### src/hw/rtl/point_matrix_projective_transform_macros.svh
// Assertion macros shared by the point transform RTL.
// Every macro expects aclk and aresetn in the scope where it is used.
`ifndef POINT_MATRIX_PROJECTIVE_TRANSFORM_MACROS_SVH
`define POINT_MATRIX_PROJECTIVE_TRANSFORM_MACROS_SVH
`ifndef SYNTHESIS
// Condition holds at every clock edge out of reset.
`define PMPT_ASSERT(lbl, cond) \
    lbl: assert property (@(posedge aclk) disable iff (!aresetn) (cond)) \
        else $error("pmpt check failed");
// Antecedent in one cycle implies consequent in the next.
`define PMPT_ASSERT_NEXT(lbl, ante, cons) \
    lbl: assert property (@(posedge aclk) disable iff (!aresetn) (ante) |=> (cons)) \
        else $error("pmpt check failed");
`else
`define PMPT_ASSERT(lbl, cond)
`define PMPT_ASSERT_NEXT(lbl, ante, cons)
`endif
`endif

### src/hw/rtl/pmpt_pkg.sv
// Widths, types, register codes and helper functions of the point transform.
// No dependencies; used by every module of the block.
package pmpt_pkg;

    localparam int POINT_WIDTH = 32;
    localparam int COEF_WIDTH  = 16;
    localparam int POINT_FRAC  = 16;
    localparam int COEF_FRAC   = 12;
    localparam int LANE_W      = 16;
    localparam int ROW_W       = 4 * LANE_W;
    localparam int CFG_IDX_W   = 8;

    localparam int PROD_W = POINT_WIDTH + COEF_WIDTH;
    localparam int SUM_W  = PROD_W + 2;
    localparam int NUM_W  = SUM_W + POINT_FRAC + 1;
    localparam int HI_W   = NUM_W - POINT_WIDTH;
    localparam int REM_W  = SUM_W + 1;
    localparam int CMP_W  = (HI_W > REM_W) ? HI_W : REM_W;

    localparam int MAC_LAT  = 2;
    localparam int DIV_LAT  = POINT_WIDTH + 3;
    localparam int PIPE_LAT = MAC_LAT + DIV_LAT;

    typedef logic signed [POINT_WIDTH-1:0] point_t;
    typedef logic signed [COEF_WIDTH-1:0]  coef_t;
    typedef logic signed [PROD_W-1:0]      prod_t;
    typedef logic signed [SUM_W-1:0]       sum_t;
    typedef logic [SUM_W-1:0]              mag_t;
    typedef logic [NUM_W-1:0]              num_t;
    typedef logic [REM_W-1:0]              rem_t;
    typedef logic [POINT_WIDTH-1:0]        quo_t;
    typedef logic [ROW_W-1:0]              row_t;

    typedef enum logic [CFG_IDX_W-1:0] {
        REG_ROW0,
        REG_ROW1,
        REG_ROW2,
        REG_ROW3
    } reg_idx_t;

    // 1.0 in Q4.12
    localparam logic [LANE_W-1:0] COEF_ONE = LANE_W'(1 << COEF_FRAC);
    localparam row_t ROW0_RESET = ROW_W'(COEF_ONE);
    localparam row_t ROW1_RESET = ROW_W'(COEF_ONE) << LANE_W;
    localparam row_t ROW2_RESET = ROW_W'(COEF_ONE) << (2 * LANE_W);
    localparam row_t ROW3_RESET = ROW_W'(COEF_ONE) << (3 * LANE_W);

    localparam quo_t Q_LIM = quo_t'(1) << (POINT_WIDTH - 1);
    localparam quo_t Q_MAX = Q_LIM - quo_t'(1);

    typedef struct packed {
        point_t val;
        logic   sat;
    } coord_t;

    typedef struct packed {
        point_t x;
        point_t y;
        point_t z;
        logic   w_zero;
        logic   saturated;
    } res_t;

    function automatic coef_t coef_of(row_t row, int col);
        return coef_t'(row[LANE_W*col +: COEF_WIDTH]);
    endfunction

    // Apply sign and clamp to a rounded quotient magnitude.
    function automatic coord_t finish_coord(quo_t q, logic ovf, logic neg);
        coord_t r;
        logic   over;
        over = ovf || (neg ? (q > Q_LIM) : (q > Q_MAX));
        r.sat = over;
        if (over) begin
            r.val = neg ? point_t'(Q_LIM) : point_t'(Q_MAX);
        end else begin
            r.val = neg ? point_t'(~q + quo_t'(1)) : point_t'(q);
        end
        return r;
    endfunction

endpackage

### src/hw/rtl/pmpt_obuf.sv
// Output register with one skid entry; parts the pipeline from m_ready.
// Uses pmpt_pkg for the result word type.
`include "point_matrix_projective_transform_macros.svh"
module pmpt_obuf
    import pmpt_pkg::*;
(
    input  logic aclk,
    input  logic aresetn,
    input  logic push,
    input  res_t push_data,
    output logic full,
    output logic m_valid,
    input  logic m_ready,
    output res_t m_data
);

    logic main_vld_reg, main_vld_next;
    logic skid_vld_reg, skid_vld_next;
    res_t main_reg, main_next;
    res_t skid_reg, skid_next;
    logic pop;

    assign pop = main_vld_reg & m_ready;

    always_comb begin
        main_vld_next = main_vld_reg;
        skid_vld_next = skid_vld_reg;
        main_next     = main_reg;
        skid_next     = skid_reg;
        if (pop) begin
            if (skid_vld_reg) begin
                main_next     = skid_reg;
                skid_vld_next = 1'b0;
            end else begin
                main_vld_next = push;
                main_next     = push_data;
            end
        end else if (push) begin
            if (!main_vld_reg) begin
                main_vld_next = 1'b1;
                main_next     = push_data;
            end else begin
                // park the word; the pipeline holds from the next cycle
                skid_vld_next = 1'b1;
                skid_next     = push_data;
            end
        end
    end

    always_ff @(posedge aclk) begin
        if (!aresetn) begin
            main_vld_reg <= 1'b0;
            skid_vld_reg <= 1'b0;
        end else begin
            main_vld_reg <= main_vld_next;
            skid_vld_reg <= skid_vld_next;
        end
    end

    always_ff @(posedge aclk) begin
        main_reg <= main_next;
        skid_reg <= skid_next;
    end

    assign full    = skid_vld_reg;
    assign m_valid = main_vld_reg;
    assign m_data  = main_reg;

    `PMPT_ASSERT(a_skid_behind_main, !skid_vld_reg || main_vld_reg)
    `PMPT_ASSERT(a_no_push_when_full, !(push && skid_vld_reg))

endmodule

### config.mk
export PLATFORM = sky130hd
export DESIGN_NAME = pmpt_obuf
export DESIGN_NICKNAME = d
export VERILOG_FILES = /design/src/hw/rtl/pmpt_pkg.sv /design/src/hw/rtl/pmpt_obuf.sv
export VERILOG_INCLUDE_DIRS = /design/src /design/src/hw/rtl
export SDC_FILE = /design/constraint.sdc
export NUM_CORES = 1
export LEC_CHECK = 0
export BUFFER_PORTS_ARGS = -buffer_cell sky130_fd_sc_hd__buf_2
export CORE_MARGIN = 5
export CORE_UTILIZATION = 40
export CTS_CLUSTER_SIZE = 12
export DETAILED_ROUTE_END_ITERATION = 8
export GPL_TIMING_DRIVEN = 0
export HOLD_SLACK_MARGIN = 0.05
export MAX_ROUTING_LAYER = met4
export PLACE_DENSITY = 0.61
export SLEW_MARGIN = 20
export SYNTH_ARGS = -nofsm -noshare
export SYNTH_HDL_FRONTEND = slang
export SYNTH_SLANG_ARGS = --single-unit
export TNS_END_PERCENT = 30
### constraint.sdc
create_clock -name aclk -period 17.8 [get_ports aclk]
set_input_delay 0 -clock aclk [delete_from_list [all_inputs] [get_ports aclk]]
set_output_delay 0 -clock aclk [all_outputs]
set_load 0.01 [all_outputs]
Word-level counts from Yosys, hierarchy flattened. Cells that the tools add are included.

Bits in registers: 198. Bits in latches: 0. RAM bits: 0. Bits in read-only memories: 0. Input bits: 102. Output and inout port bits: 100. Word-level logic and storage cells: 30. Memories: 0.

Add/sub/neg operators: 0. Multiply operators: 0. Divide/modulo/power cells: 0. Magnitude comparators: 0. Eq/ne operators: 2. Shift-type cells: 0. Mux-type cells: 7. Bitwise gates (word level): 3. Reductions and logical operators: 6.

Operators by type and width (count): 98-bit two-way mux (4); 2-bit AND reduction (3); 1-bit two-way mux (3); 3-bit AND reduction (1); 2-bit by 1-bit inequality test with 1-bit output (second input constant) (1); 2-bit inequality test (second input constant) (1); 1-bit NOT (2); 2-bit nonzero test (1); 2-bit OR reduction (1); 1-bit bitwise AND (1).

Logic depth before layout (Yosys ltp).
Depth after elaboration: 3. Gate-level depth with buffers: 4.

Worst setup path before layout. No wires, ideal clock.

Path kind: register to register. From: reg main_vld_reg, in the netlist m_valid. To: reg main_reg (netlist bit m_data[0]) (enable). Arrival: 7.279 ns. Slack: 9.831 ns. Stages on the path, launching flop included: 2. Buffers on the path: 0. Period minus slack after synthesis: 7.969 ns. Path through: dfxtp_1 o21ai_0.

Cells in the longest elaborated chain, start to end: 3. Elaborated cells on any way between the ends: 4.

Ends and longest elaborated chain: start, declared (line pmpt_obuf.sv:17) `logic main_vld_reg, main_vld_next;`; start signal, assigned (line pmpt_obuf.sv:55) `main_vld_reg <= main_vld_next;`; 1-bit bitwise AND (line pmpt_obuf.sv:23) `assign pop = main_vld_reg & m_ready;`; 2-bit by 1-bit inequality test with 1-bit output (no line) or 2-bit nonzero test (tied branches); 2-bit AND reduction (no line) *; end signal, assigned (line pmpt_obuf.sv:61) `main_reg <= main_next;`; end, declared (line pmpt_obuf.sv:19) `res_t main_reg, main_next;`.

Mark *: on every way between the ends. The rest lies on a longest branch, timed or not. A chain may end at the register's enable or synchronous reset.

Worst setup path in the final report.
From: reg main_vld_reg, in the netlist m_valid. To: reg skid_vld_reg, in the netlist full.

Cells in the longest elaborated chain, start to end: 2. Elaborated cells on any way between the ends: 3.

Ends and longest elaborated chain: 1-bit bitwise AND (line pmpt_obuf.sv:23); 2-bit OR reduction (no line); end signal, assigned (line pmpt_obuf.sv:56) `skid_vld_reg <= skid_vld_next;`; end, declared (line pmpt_obuf.sv:18) `logic skid_vld_reg, skid_vld_next;`.

Several ways; a longest one is shown, not always the timed one.

==> impl_metrics.yaml <==
global_routing:
  antenna_found_initial: 0
  overflow: 0
  grt_usage_pct: 15.3
  grt_pass1_wl_um: 23600
  first_global_vias: 4521
  grt_max_degree: 44
clock_network:
  root_buffer: "clkbuf_16"
  cts_sinks: 198
  clockBufferDepth: 2
  postCtsSetupBuffers: 0
  numCtsBuffers: 17
  clk_pin_slew_ps: 70
  clock_latency_ps: 420
  cts_tree: "yes"
  htree_levels: 4
layout:
  final_area_mm2: 0.0103
  syn2layout_area_growth_pct: 43.1
  layout_common_cells: "208 x buf_2, 196 x edfxtp_1, 103 x dlygate4sd3_1"
  diodes: 0
  fin_nets: 749
  mostFrequentLayoutCell: "buf_2"
  drive_gt1_share_pct: 53.0
timing:
  maxSlewViolCount: 0
  period_needed_ps: 2040
  slew_headroom_pct: 62.7
  hold_violations: 0
  fin_hold_ws_ps: 216
  fin_crit_sh_pct: 11.5
  finalSetupTns_ps: 0
  setup_viol: 0
  max_slew.worst_pin.slew_ps: 557
  layout_setup_ws_ps: 15760
  max_freq_mhz: 489
  skew_ps: 7.31
  rsz0062_at_grt: "false"
run:
  maxCapViolations: 0
drt:
  drc_errors: 0
  wl_per_cell_um: 17.3
  drt_iter0_drc: 162
  vias_per_cell: 4.64
  dr.pass1.iters: 4
  vias: 4124
  postRouteAntennaNets: 0
  drt-total-wl_um: 15400
floorplanning:
  ios: 202
  rows: 49
  fp.dieW_um: 144
  dieArea_mm2: 0.0209
  die_h_um: 144
  initial_core_util_pct: 40.4
  core_mm2: 0.0179
worst_hold_path:
  holdPathEnd: "m_data[1]"
  whs_path_depth: 3
  hold_path.class: "in -> reg"
  worstHoldStart: "m_ready"
power_and_ir_drop:
  fin_total_pwr_mw: 1.03
  ir_drop_mv: 0.0674
  power_leakage_nw: 4.03
  power.density_mw_per_mm2: 99.2
logic_synthesis:
  ys_types: 15
  synth_warnings: 0
  synth_seq_area_share_pct: 82.0
  synth_area_per_cell_um2: 22.8
  postSynthCellCount: 317
  syn_area_mm2: 0.00723
  syn_nets: 419
  ys_ff_latch: 198
placement:
  place_ws_ps: 15890
  place_congestion: 0.763
  hpwl_um: 10300
  place_area_mm2: 0.00871
  port_buffers: 201
worst_setup_path:
  critPathLaunchType: "flop"
  arrival_ps: 2360
  r2r_start: "m_valid"
  rr_endpoint: "full"
  rrSetupSlack_ps: 15760
  setup.worst_path.end_class: "flop"
  rr_worst_depth: 5
  critPathKind: "reg -> reg"
  required_ps: 18110
  path_max_fanout: 7
outcome:
  status: "finished clean"
==> critical path: stages (launching register included) <==
cell,delay [ps]
dfxtp_1,510
nand2_1,170
nand2_1,110
dlygate4sd3_1,550
nor2_1,40
dlygate4sd3_1,550
==> area by class of cell <==
| type | instances | area (µm²) |
|---|---|---|
| fillers | 1358 | 7560 |
| flip-flops and latches | 198 | 5930 |
| repair buffers | 311 | 2210 |
| multi-input cells | 107 | 1240 |
| clock buffers | 17 | 425 |
| well taps | 229 | 287 |
| clock inverters | 15 | 174 |
| plain buffers | 10 | 65.1 |
| inverters | 2 | 7.51 |
==> cells by family after synthesis <==
group / after synthesis / share of synthesized area (%)
AO/OA/AOI/OAI: 4 / 0.312
AND/OR/NAND/NOR: 5 / 0.381
buffers and inverters: 12 / 1.00
flip-flops: 198 / 82.0
multiplexers: 98 / 16.3
==> metrics by stage <==
stage / instances / util [%]
detailed placement: 754 / 48.7
global route: 889 / 57.8
floorplan: 317 / -
CTS: 889 / 57.8
finish: 889 / 57.8
global placement: 747 / 47.6
==> synth_stat cells <==
| library cell | instances | area share (%) |
|---|---|---|
| and3_1 | 1 | 0.087 |
| mux2_2 | 78 | 12 |
| a21boi_0 | 1 | 0.10 |
| buf_6 | 2 | 0.31 |
| nand3_2 | 1 | 0.14 |
| a21oi_1 | 1 | 0.069 |
| edfxtp_1 | 196 | 81 |
| nand2_1 | 2 | 0.10 |
| inv_1 | 2 | 0.10 |
| nor2_1 | 1 | 0.052 |
| o21ai_0 | 2 | 0.14 |
| mux2_4 | 20 | 4.2 |
| buf_2 | 7 | 0.48 |
| dfxtp_1 | 2 | 0.55 |
| buf_4 | 1 | 0.10 |
==> worst max-delay path by stage <==
| stage | from | endpoint | slack (ps) |
|---|---|---|---|
| final | m_valid | full | 15760 |
| after detailed placement | m_valid | m_data[93] | 15890 |
| after global placement | m_valid | m_data[67] | 6120 |
| after global routing | m_valid | full | 15690 |
| after CTS | m_valid | full | 15810 |
| after floorplan | m_valid | m_data[0] | 9830 |
==> metal layers <==
metal | part of all wire [%] | track usage [%]
met5 | 0 | -
met4 | 1.8 | 5.35
met2 | 49 | 24.9
met1 | 43 | 18.6
met3 | 6.0 | 4.07
==> power breakdown <==
group / total (mW) / internal (mW) / switching (mW)
clock network: 0.388 / 0.211 / 0.177
registers: 0.545 / 0.539 / 0.00601
logic: 0.0925 / 0.0509 / 0.0417
==> what timing repair did <==
action	4_1_cts	5_1_grt
resized for setup	0	0
hold buffers	103	0
hold endpoints to repair	198	0
endpoints found under the setup margin	0	0
No activity file was read; power rests on OpenSTA's default activity.
